[src/design/gpc_ram.sv]
// ----------------------------------------------------------------------------
// gpc_ram
// Generic single-write, single-read RAM with registered read data.
// ----------------------------------------------------------------------------
module gpc_ram #(
    parameter int WIDTH = 8,
    parameter int DEPTH = 256
) (
    input  logic                     aclk,
    input  logic                     we,
    input  logic [$clog2(DEPTH)-1:0] waddr,
    input  logic [WIDTH-1:0]         wdata,
    input  logic                     re,
    input  logic [$clog2(DEPTH)-1:0] raddr,
    output logic [WIDTH-1:0]         rdata
);

    logic [WIDTH-1:0] mem [DEPTH];

    always_ff @(posedge aclk) begin
        if (we) mem[waddr] <= wdata;
        if (re) rdata <= mem[raddr];
    end

endmodule

[config.mk]
export PLATFORM = sky130hd
export DESIGN_NAME = gpc_ram
export DESIGN_NICKNAME = d
export VERILOG_FILES = /design/src/design/gpc_ram.sv
export SDC_FILE = /design/constraint.sdc
export NUM_CORES = 2
export LEC_CHECK = 0
export BUFFER_PORTS_ARGS = -buffer_cell sky130_fd_sc_hd__buf_2
export CAP_MARGIN = 10
export CORE_UTILIZATION = 55
export DETAILED_ROUTE_END_ITERATION = 10
export GPL_TIMING_DRIVEN = 0
export PLACE_DENSITY = 0.7
export SYNTH_ARGS = -nofsm -noshare
export SYNTH_HDL_FRONTEND = slang
export SYNTH_SLANG_ARGS = --single-unit
[constraint.sdc]
create_clock -name aclk -period 2.15 [get_ports aclk]
set_clock_uncertainty 0.1 [all_clocks]
set_input_delay 0.1075 -clock aclk [delete_from_list [all_inputs] [get_ports aclk]]
set_output_delay 0.1075 -clock aclk [all_outputs]
set_load 0.01 [all_outputs]
# Word level (Yosys, flattened, before mapping)
# Memory sizes are Yosys's and may differ from the RTL's. A register that Yosys moved wholly into a read port is not among the register bits.
# Index checks and enable logic that the tools add are counted.
[word_totals]
regBits = 0
ramBits = 2048
inputBits = 27
out_inout_bits = 8
word_cells = 3
mem_count = 1
[memory_table]
columns = ["name", "words", "word_bits", "read_ports", "rd_ports_with_merged_regs", "wr", "line_no", "source"]
rows = [
  ["mem", 256, 8, 1, 1, 1, "18", "logic [WIDTH-1:0] mem [DEPTH];"],
]
[op_classes]
mux = 2
[op_table]
columns = ["cell", "count"]
rows = [
  ["two-way mux 1 bit", 2],
]

# Longest topological paths before layout
[depth]
word_depth = 2
mapped_depth = 11
mapped_depth_nobuf = 6

# Worst setup path after synthesis
# OpenSTA, ideal clock, no wires.
[synth_timing]
path_type = "input -> register"
from = "in raddr[0]"
to = "reg rdata[2], read port of mem (data pin)"
setup_ns = 0.269
t_arrival_ns = 1.915
required_ns = 1.781
setup_slack_ns = -0.134
cell_stages = 9
path_buffers = 4
cell_sequence = "buf_6 buf_12 buf_8 buf_2 mux4_2 a22oi_1 a21oi_1 nor4_1 nor4_2"
[synth_lines]
columns = ["element", "line_no", "source"]
rows = [
  ["start, declared", "14", "input logic [$clog2(DEPTH)-1:0] raddr,"],
  ["end, declared", "15", "output logic [WIDTH-1:0] rdata"],
]

==> results.cfg <==
[run_status]
status = complete, but fails checks
violations = DRC, setup timing

[layout]
drive_gt1_frac = 0.303
final_cells = 6050
nets = 4014
area_growth_pct = 14.7
final_area_um2 = 91300

[pwr]
p_int_mw = 64.4
p_comb_frac = 0.063
p_per_area_nw_per_um2 = 906
power_frac_clock = 0.403
p_leak_nw = 27.9
p_seq_frac = 0.535
ir_drop_uv = 950
switchingPower_mw = 18.4
p_sw_frac = 0.222

[placed_design]
dp_slack_ns = -2.91
dp_hpwl_mm = 155
gp_congestion = 0.987
dp.cells = 5680
port_buffers = 27
placed_area_um2 = 82900

[clock_network]
h-tree-depth = 4
clock_latency_ns = 0.84
cts_buffers = 198
clock_sinks = 2056
tritoncts = built
cts_root_buf = clkbuf_16
cts_buffer_depth = 3
clk_pin_slew_ns = 0.06

[global_routing]
grt_pass1_vias = 40500
grt_pass1_wl_mm = 320
grt_max_degree = 161
grt.overflow.total = 0
grt_use_total = 0.322
antenna_found_initial = 12

[routing]
viasPerCell = 6.96
wire_per_inst_um = 38.6
ant_nets = 0
wl_mm = 234
drc = 4
drt_first_iter_violations = 7158
drtPass1Iterations = 9
vias = 42100

[worst_hold_path]
hp-class = in2reg

[synthesis]
synthDistinctLibCells = 54
syn_nets = 3760
async_reset_ff_frac = 0
yosysTopAreaCell = edfxtp_1
synth_cells = 3733
yosysTopAreaCellShare = 0.775
ys_warn_count = 0
synth_seq_cells = 2056
synthTopCellsByArea = edfxtp_1 (78%), mux4_2 (13%), mux2i_1 (1.7%), nor2_1 (1.3%), a22oi_1 (1.3%)
synth_area_um2 = 79600
ys_seq_area_frac = 0.775
yosysMostFrequentCell = edfxtp_1
synth_edf_count = 2056
syn_avg_cell_area_um2 = 21.3
synthFlopType = edfxtp_1
synth_common_cells = edfxtp_1 (2056), mux4_2 (454), nor2_1 (282)

[timing]
fmaxAchievable_mhz = 356
setup_ws_ns = -0.656
period_share = 1.31
rsz0062_at_grt = true
drv_slew = 0
finalWorstPathRequiredPeriod_ns = 2.81
setup_violations = 580
hold_ws_ns = 0.0840
hold_viol = 0
tightest_slew_ns = 1.47
relSlewSlack = 0.0202

[setup_path]
end_kind = register
arrival_ns = 3.25
crit_path_start_kind = input pin
required_ns = 2.59
crit_fanout = 10
critPathKind = in2reg

[die]
rows = 139
fp.dieArea_um2 = 146000
die_w_um = 383
chipHeight_um = 383
start_util = 0.554
pin_count = 35
core-area_um2 = 144000

[run]
maxCapViolCount = 0
==> layout make-up <==
cell class,count,area [um^2]
repair buffers,57,693
clock buffers,249,5230
inverters,2,8.76
multi-input cells,1442,18400
diodes,1,2.50
clock inverters,110,860
fillers,9551,52300
flip-flops and latches,2056,61700
plain buffers,230,2010
well taps,1903,2380
==> path summary, 6_finish.rpt <==
check                           startpoint     endpoint  slack, ns  depth (start not counted)
worst max-delay path              raddr[5]     rdata[6]      -0.66                          8
worst min-delay path              waddr[4]  mem[178][4]       0.08                          3
worst max register to register  mem[80][6]     rdata[6]      -0.63                          6
worst min register to register  mem[54][2]     rdata[2]       1.04                          6
==> logic make-up after synthesis <==
family,share of synthesized area
and+or+nand+nor,0.0263
DFF,0.775
AOI/OAI and AO/OA,0.0342
buffers and inverters,0.0183
muxes,0.146
==> cells in the final DEF (no fill, tap or decap), types with 27 or more instances in the layout <==
| cell type | netlist | routed |
|---|---|---|
| clkbuf_2 | 0 | 42 |
| a22oi_1 | 133 | 122 |
| buf_2 | 31 | 43 |
| buf_8 | 13 | 30 |
| buf_4 | 27 | 38 |
| a21oi_1 | 96 | 79 |
| nand2_1 | 33 | 33 |
| mux4_2 | 454 | 455 |
| edfxtp_1 | 2056 | 2056 |
| nor2_2 | 0 | 67 |
| o221ai_1 | 46 | 44 |
| clkinv_1 | 1 | 51 |
| clkbuf_4 | 0 | 29 |
| clkinv_2 | 0 | 33 |
| nor2_4 | 0 | 108 |
| nor2b_1 | 31 | 27 |
| clkbuf_1 | 111 | 78 |
| nor2_1 | 282 | 107 |
| o22ai_1 | 28 | 28 |
| mux2i_1 | 134 | 133 |
| clkbuf_16 | 0 | 202 |
==> what timing repair did <==
action	4_1_cts	5_1_grt
gates resized for setup	483	115
hold buffers	9	0
setup endpoints to repair	1526	860
pin swaps	31	21
setup buffers	4	0
endpoints found under the hold margin	956	0
==> registers in the layout (all words and copies together) (netlist names) <==
register	flops
rdata	8
mem	2048
==> critical path, cell delays in order <==
cell and delay, ns:
buf_2 0.36, buf_2 0.59, clkbuf_2 0.72, o221ai_1 0.35, nor3_1 0.27, a21oi_1 0.15, a22oi_2 0.52, nor4_4 0.15
==> power by group through the flow <==
stage	Clock [mW]	Sequential (mW)	Combinational, mW
final	33.3	44.2	5.19
after global routing	34.8	44.2	5.25
after CTS	33.3	44.2	4.99
after detailed placement	0	45.1	4.61
after global placement	0	45.2	4.45
after floorplan	0	45.1	2.21
==> routing by layer <==
metal	GRT usage	wire [um]
met2	0.467	104000
met5	0	108
met1	0.443	83400
met3	0.104	32900
met4	0.163	13700
==> metrics by stage <==
stage	setup TNS [ns]	utilization	total power, mW
after global placement	-7128.33	0.574	49.7
after detailed placement	-2405.04	0.577	49.7
after global routing	-3.11	0.636	84.3
after floorplan	-0.0590	-	47.3
final	-38.04	0.636	82.8
after CTS	-2.85	0.633	82.5
Power figures use the tool's default switching activity.
